===== src/sv/hds_isqrt.sv =====
// Pipelined integer square root, one result bit per register stage.
`timescale 1ns / 1ps
module hds_isqrt #(
	parameter int W = 32
) (
	input  logic           clk,
	input  logic           en,
	input  logic [W-1:0]   rad,
	output logic [W/2-1:0] root
);

	localparam int RB = W / 2;

	logic [W-1:0]  rem_s  [RB-1];
	logic [RB-1:0] root_s [RB];

	genvar k;
	for (k = 0; k < RB; k++) begin : g_step
		localparam int B = RB - 1 - k;
		logic [W-1:0]  rem_in;
		logic [RB-1:0] root_in;
		logic [W:0]    trial;
		logic          take;

		if (k == 0) begin : g_first
			assign rem_in  = rad;
			assign root_in = '0;
		end else begin : g_next
			assign rem_in  = rem_s[k-1];
			assign root_in = root_s[k-1];
		end

		// (root + 2^B)^2 - root^2 = root * 2^(B+1) + 2^(2B)
		assign trial = ((W+1)'(root_in) << (B + 1)) + ((W+1)'(1) << (2 * B));
		assign take  = {1'b0, rem_in} >= trial;

		always_ff @(posedge clk) begin
			if (en) begin
				root_s[k] <= take ? (root_in | (RB'(1) << B)) : root_in;
			end
		end

		if (k < RB - 1) begin : g_rem
			always_ff @(posedge clk) begin
				if (en) begin
					rem_s[k] <= take ? (rem_in - trial[W-1:0]) : rem_in;
				end
			end
		end
	end

	assign root = root_s[RB-1];

endmodule


===== config.mk =====
export PLATFORM = sky130hd
export DESIGN_NAME = hds_isqrt
export DESIGN_NICKNAME = d
export VERILOG_FILES = /design/src/sv/hds_isqrt.sv
export SDC_FILE = /design/constraint.sdc
export NUM_CORES = 1
export LEC_CHECK = 0
export BUFFER_PORTS_ARGS = -buffer_cell sky130_fd_sc_hd__buf_2
export CORE_UTILIZATION = 30
export DETAILED_ROUTE_END_ITERATION = 10
export GPL_TIMING_DRIVEN = 0
export PLACE_DENSITY = 0.42
export SYNTH_ARGS = -nofsm -noshare
export SYNTH_HDL_FRONTEND = slang
export SYNTH_SLANG_ARGS = --single-unit

===== constraint.sdc =====
create_clock -name clk -period 3.9 [get_ports clk]
set_input_delay 0.78 -clock clk [delete_from_list [all_inputs] [get_ports clk]]
set_output_delay 0.78 -clock clk [all_outputs]
set_load 0.05 [all_outputs]

==> run_results.csv, run 1 <==
group,metric,value,unit
die,die-area,98000,sq um
clocking,clockBufferDepth,3,
grt,grt_usage,0.131,
yosys,synth_ff_type,"edfxtp_1",
clocking,clk_pin_slew,0.05,ns
die,die_w,313,um
finish,final_util,0.350,
yosys,yosys_warnings,0,
setup_path,timing.rr.start,"rem_s[12][26]",
route,ant_nets,0,
timing,period_needed,3.60,ns
timing,finalCritPeriodShare,0.923,
route,drc_errors,0,
clocking,clock_sinks,616,
yosys,muxShareOfSynthArea,0.00629,
power_and_ir_drop,power_density,556,nW/um^2
setup_path,critical_path.endpoint,"rem_s[13][27]",
grt,grt_pass1_vias,18272,
route,via_count,17480,
yosys,synthXorXnorAreaFrac,0.0597,
run_status,outcome,"complete, no violations",
timing,finalClockSkew,0.00909,ns
clocking,root_buffer,"clkbuf_16",
yosys,syn-cell-area,29000,sq um
power_and_ir_drop,power,18.5,mW
finish,multi_input_area,9710,sq um
placement,io_buffers,49,
yosys,yosysMostFrequentCell,"edfxtp_1",
die,core_area,95400,sq um
timing,rsz0062_at_grt,"no",
power_and_ir_drop,p_leak,12.3,nW
clocking,clk_latency,0.61,ns
yosys,syn_area_per_cell,12.9,sq um
yosys,async_flop_share,0,
die,io_pins,50,
run,drv_cap,0,
grt,grtUsageMet3,0.0210,
finish,regArea,18500,sq um
finish,final_nets,2557,
yosys,synth_edf_count,616,
route,drt-pass1-iter-count,5,
placement,place.gp.congestion,0.873,
die,die_height,313,um
yosys,synth_fp_nets,2428,
setup_path,worstRegToRegCells,8,
grt,overflow,0,
yosys,synth-adder-area-share,0.0647,
grt,grt_max_degree,124,
yosys,ys_seq_area_frac,0.637,
yosys,synth-simple-area-share,0.116,
yosys,synth_compound_area_frac,0.0869,
setup_path,end_kind,"flip-flop",
timing,max-slew-margin-rel,0.302,
yosys,synth_area_leaders,"edfxtp_1 64%, ha_1 6.5%, xor2_1 3.2%",
grt,grt-busiest-layer,"met2",
route,wl_per_cell,17.4,um
timing,drv_slew,0,
yosys,ys_types,76,
setup_path,cp-startpoint,"rem_s[12][26]",
yosys,yosysTopAreaCellShare,0.637,
worst_hold_path,min_path_type,"input pin to flip-flop",
yosys,synth_top_family_by_area,"simple AND/OR/NAND/NOR gates",
route,viasPerCell,4.73,
setup_path,worstSetupStartpointType,"flip-flop",
route,drt_iter0_drc,880,
grt,grt_first_pass_wirelength,101,mm
setup_path,critPathKind,"flip-flop to flip-flop",
yosys,ys_ff_latch,616,
setup_path,cp_max_fo,10,
grt,use_met2,0.261,
setup_path,required,4.26,ns
timing,finalHoldViolations,0,
finish,drive_gt1_frac,0.0844,
setup_path,r2r-end,"rem_s[13][27]",
route,wirelength,64.2,mm
die,initial_core_util,0.304,
setup_path,r2r_slack,0.30,ns
finish,area_growth,15.0,%
clocking,htreeDepth,3,
power_and_ir_drop,peakVddDrop,0.293,mV
timing,fmax,278,MHz
timing,worstMarginPinSlew,1.04,ns
grt,antenna_found_initial,0,
yosys,syn_inst,2244,
yosys,ys_top_cells_by_count,"616 x edfxtp_1, 177 x inv_1, 156 x nand2_1",
clocking,cts_hold_buffers,0,
grt,gr-usage-met1,0.135,
die,rows,113,
timing,setup_violations,0,
clocking,cts_buffers,73,
setup_path,critPathArrivalTime,3.96,ns
yosys,synth_top_area_cell,"edfxtp_1",
finish,num-fill-cells,9287,
placement,hpwl,48.4,mm
timing,whs,0.362,ns
finish,n_antenna_cell,0,
clocking,tritoncts,"done",
==> worst min-delay path by stage <==
| stage | from | end | slack (ns) | cells past startpoint |
|---|---|---|---|---|
| 2_1_floorplan | rem_s[9][1] | rem_s[10][1] | 0.42 | 0 |
| 3_3_place_gp | rem_s[4][3] | rem_s[5][3] | 0.43 | 0 |
| 3_5_place_dp | rem_s[2][0] | rem_s[3][0] | 0.43 | 0 |
| 4_1_cts | rad[3] | rem_s[0][3] | 0.32 | 1 |
| 5_1_grt | rad[25] | rem_s[0][25] | 0.32 | 1 |
| 6_report | rad[20] | rem_s[0][20] | 0.36 | 1 |
==> flip-flops by register name (all words and copies together) (netlist names) <==
signal  cells
root_s    136
rem_s     480
==> critical path, stage by stage (launching register included) <==
cell	delay, ns
edfxtp_1	0.45
or4_1	0.59
nor4_1	0.39
o211ai_1	0.25
nor3_2	0.53
clkbuf_1	0.54
inv_1	0.36
nand3_1	0.17
xnor2_1	0.08
==> per-stage QoR <==
| step | area (sq um) | TNS (ns) | std cells | setup WS (ns) |
|---|---|---|---|---|
| 4_1_cts | 33300 | 0 | 3693 | 0.0589 |
| 2_1_floorplan | 29000 | 0 | 2244 | 1.06 |
| 3_5_place_dp | 31000 | 0 | 3563 | 0.0762 |
| 3_3_place_gp | 30900 | -4527.81 | 3558 | -7.43 |
| 6_report | 33400 | 0 | 3693 | 0.301 |
| 5_1_grt | 33400 | 0 | 3693 | 0.0223 |
==> area by class of cell <==
cell class / instances / share of cell area
Buffer: 40 / 0.00525
Clock buffer: 85 / 0.0574
Clock inverter: 45 / 0.0128
Inverter: 178 / 0.0200
Multi-Input combinational cell: 1410 / 0.291
Sequential cell: 616 / 0.554
Tap cell: 1265 / 0.0474
Timing Repair Buffer: 54 / 0.0118
==> cell families after synthesis <==
group,after synthesis
AO/OA/AOI/OAI,410
XOR/XNOR,198
adder cells (fa/ha/maj),150
buffers and inverters,218
flip-flops,616
multiplexers,17
AND/OR/NAND/NOR,635
==> what timing repair did <==
| item | CTS | global route |
|---|---|---|
| resized for setup | 0 | 8 |
| setup buffers | 0 | 0 |
| endpoints found under the setup margin | 0 | 29 |
==> layer usage <==
layer / vias up / share of wire
li1: 8670 / -
met1: 8441 / 0.39
met2: 247 / 0.56
met3: 122 / 0.024
met4: 0 / 0.032
met5: - / 0
==> power by group <==
group	switching, mW	leakage, nW	internal (mW)
sequential	0.604	5.90	8.37
clock	2.68	1.15	3.98
combinational	1.68	5.23	1.23
==> layout by cell type (no fill, tap or decap), types with 15 or more instances in the layout <==
| cell | Yosys | layout |
|---|---|---|
| edfxtp_1 | 616 | 616 |
| inv_1 | 177 | 177 |
| nand2_1 | 156 | 156 |
| ha_1 | 150 | 150 |
| o21ai_0 | 132 | 132 |
| nor2_1 | 111 | 111 |
| a21oi_1 | 110 | 110 |
| xor2_1 | 106 | 106 |
| xnor2_1 | 92 | 92 |
| nor4_1 | 79 | 78 |
| clkbuf_16 | 0 | 75 |
| nor3_1 | 65 | 65 |
| buf_2 | 4 | 52 |
| clkbuf_1 | 31 | 40 |
| a21o_1 | 31 | 31 |
| o21a_1 | 29 | 29 |
| nand4_1 | 27 | 27 |
| nand3_1 | 27 | 27 |
| nor2b_1 | 22 | 22 |
| nand2b_1 | 22 | 22 |
| nor4b_1 | 22 | 21 |
| or3_1 | 17 | 17 |
| clkinv_1 | 0 | 17 |
| a211oi_1 | 16 | 16 |
| clkinv_2 | 0 | 15 |
Note: power is estimated with default switching activity, not from simulation.
==> inputs of run 2 (changes only) <==
--- a/config.mk
+++ b/config.mk
@@ -8,7 +8,6 @@
 export BUFFER_PORTS_ARGS = -buffer_cell sky130_fd_sc_hd__buf_2
 export CORE_UTILIZATION = 30
 export DETAILED_ROUTE_END_ITERATION = 10
-export GPL_TIMING_DRIVEN = 0
 export PLACE_DENSITY = 0.42
 export SYNTH_ARGS = -nofsm -noshare
 export SYNTH_HDL_FRONTEND = slang
==> run 2 against run 1 <==
Effect of this change:
- critical path type unchanged
- combinational power is essentially flat
- via count rose by 0.21%
- final area fell by 0.35%
- utilization shrank 0.12 points
- critical path depth did not move
- hold slack better by 0.00067 ns
- critical endpoint is now rem_s[12][18]
- final cell count fell by 0.76%
- wire length rose by 0.10%
- sequential power is 0.4% higher
==> run_results.csv, run 2 (synthesized netlist as in run 1, its figures left out) <==
group,metric,value,unit
clocking,clock_sinks,616,
route,wl_per_cell,17.5,um
clocking,htreeDepth,3,
clocking,tritoncts,"done",
timing,max-slew-margin-rel,0.152,
route,drt-pass1-iter-count,6,
power_and_ir_drop,power_density,557,nW/um^2
grt,grt_pass1_vias,17968,
setup_path,end_kind,"flip-flop",
clocking,clk_pin_slew,0.06,ns
die,die_w,313,um
finish,top_register,"rem_s",
route,drc_errors,0,
power_and_ir_drop,peakVddDrop,0.280,mV
finish,largest_reg_flops,480,
route,ant_nets,0,
placement,io_buffers,49,
finish,drive_gt1_frac,0.0863,
timing,finalClockSkew,0.0198,ns
route,drt_iter0_drc,1113,
setup_path,r2r-end,"rem_s[12][18]",
timing,rsz0062_at_grt,"no",
finish,area_growth,14.6,%
finish,n_antenna_cell,0,
setup_path,critical_path.endpoint,"rem_s[12][18]",
run,drv_cap,0,
setup_path,worstRegToRegCells,8,
clocking,cts_hold_buffers,0,
setup_path,required,4.26,ns
route,viasPerCell,4.78,
setup_path,critPathMaxStageDelay,0.60,ns
grt,overflow,0,
setup_path,worstSetupStartpointType,"flip-flop",
timing,period_needed,3.36,ns
clocking,cts_buffers,74,
timing,fmax,298,MHz
clocking,root_buffer,"clkbuf_16",
timing,whs,0.362,ns
die,initial_core_util,0.304,
grt,grt_usage,0.131,
setup_path,cp_max_fo,21,
setup_path,r2r_slack,0.54,ns
setup_path,timing.rr.start,"rem_s[11][11]",
timing,worstMarginPinSlew,1.27,ns
placement,hpwl,48.1,mm
die,io_pins,50,
die,core_area,95400,sq um
clocking,ctsResizeCount,0,
grt,grt_max_degree,121,
timing,finalSetupTns,0,ns
route,via_count,17516,
finish,design_area,33300,sq um
clocking,clk_latency,0.61,ns
setup_path,crit_path_top_delay_cell,"a211oi_1",
die,die-area,98000,sq um
timing,finalHoldViolations,0,
timing,drv_slew,0,
grt,grt_first_pass_wirelength,101,mm
finish,final_nets,2534,
grt,antenna_found_initial,0,
run_status,outcome,"complete, no violations",
setup_path,cp-startpoint,"rem_s[11][11]",
die,rows,113,
clocking,clockBufferDepth,3,
finish,layout_common_cells,"616 x edfxtp_1, 177 x inv_1, 156 x nand2_1",
placement,place.gp.congestion,0.836,
finish,final_util,0.348,
die,die_height,313,um
setup_path,critPathKind,"flip-flop to flip-flop",
timing,setup_violations,0,
finish,layout.cells.most_common,"edfxtp_1",
placement,dpl_cell_area,31000,sq um
route,wirelength,64.3,mm
setup_path,critPathArrivalTime,3.72,ns
clocking,post_cts_buffers,0,
worst_hold_path,min_path_type,"input pin to flip-flop",
setup_path,path_cells,"ha_1, nand4_1, o41ai_1, a21oi_1, a211oi_1, and2b_4, inv_2, mux2_2",
timing,finalCritPeriodShare,0.861,
power_and_ir_drop,p_leak,12.2,nW
finish,reg_top3,"rem_s (480), root_s (136)",
## run 2: where the power goes
part / switching, mW / total (mW) / internal [mW] / leakage, nW
Clock: 2.66 / 6.58 / 3.92 / 1.12
Sequential: 0.642 / 9.01 / 8.37 / 5.90
Combinational: 1.69 / 2.91 / 1.23 / 5.22
## run 2: worst max-delay path: cells and delay by family, from the launching register on
| family | cells | cell delay [ns] |
|---|---|---|
| AOI/OAI and AO/OA | 3 | 1.08 |
| adders and majority gates | 1 | 0.45 |
| buffers and inverters | 1 | 0.30 |
| DFF | 1 | 0.39 |
| muxes | 1 | 0.38 |
| and+or+nand+nor | 2 | 0.52 |
## run 2: layer usage
metal | vias up | track usage | part of all wire
li1 | 8639 | - | -
met1 | 8477 | 0.153 | 0.42
met2 | 282 | 0.239 | 0.52
met3 | 118 | 0.0222 | 0.027
met4 | 0 | 0.0502 | 0.034
met5 | - | 0 | 0
## run 2: cell type report
cell class | instances | area [sq um]
clock inverter | 35 | 360
multi-input combinational | 1410 | 9720
tap | 1265 | 1580
timing repair buffer | 70 | 488
inverter | 178 | 668
sequential | 616 | 18500
fill | 9308 | 62200
clock buffer | 91 | 1940
## run 2: per-stage QoR
step                      total power [mW]  cells  setup WS (ns)
after floorplan                       11.0   2244           1.06
after global placement                12.1   3539          0.601
after detailed placement              12.1   3539          0.537
after CTS                             18.8   3665          0.495
after global routing                  19.5   3665          0.252
final                                 18.5   3665          0.542
## run 2: worst min path at each step
stage,start,to,slack (ns),cells past startpoint
after detailed placement,rem_s[10][7],rem_s[11][7],0.43,0
after floorplan,rem_s[9][1],rem_s[10][1],0.42,0
after global placement,rem_s[7][4],rem_s[8][4],0.43,0
after global routing,rad[9],rem_s[0][9],0.32,1
after CTS,rad[22],rem_s[0][22],0.31,1
final,rad[24],rem_s[0][24],0.36,1
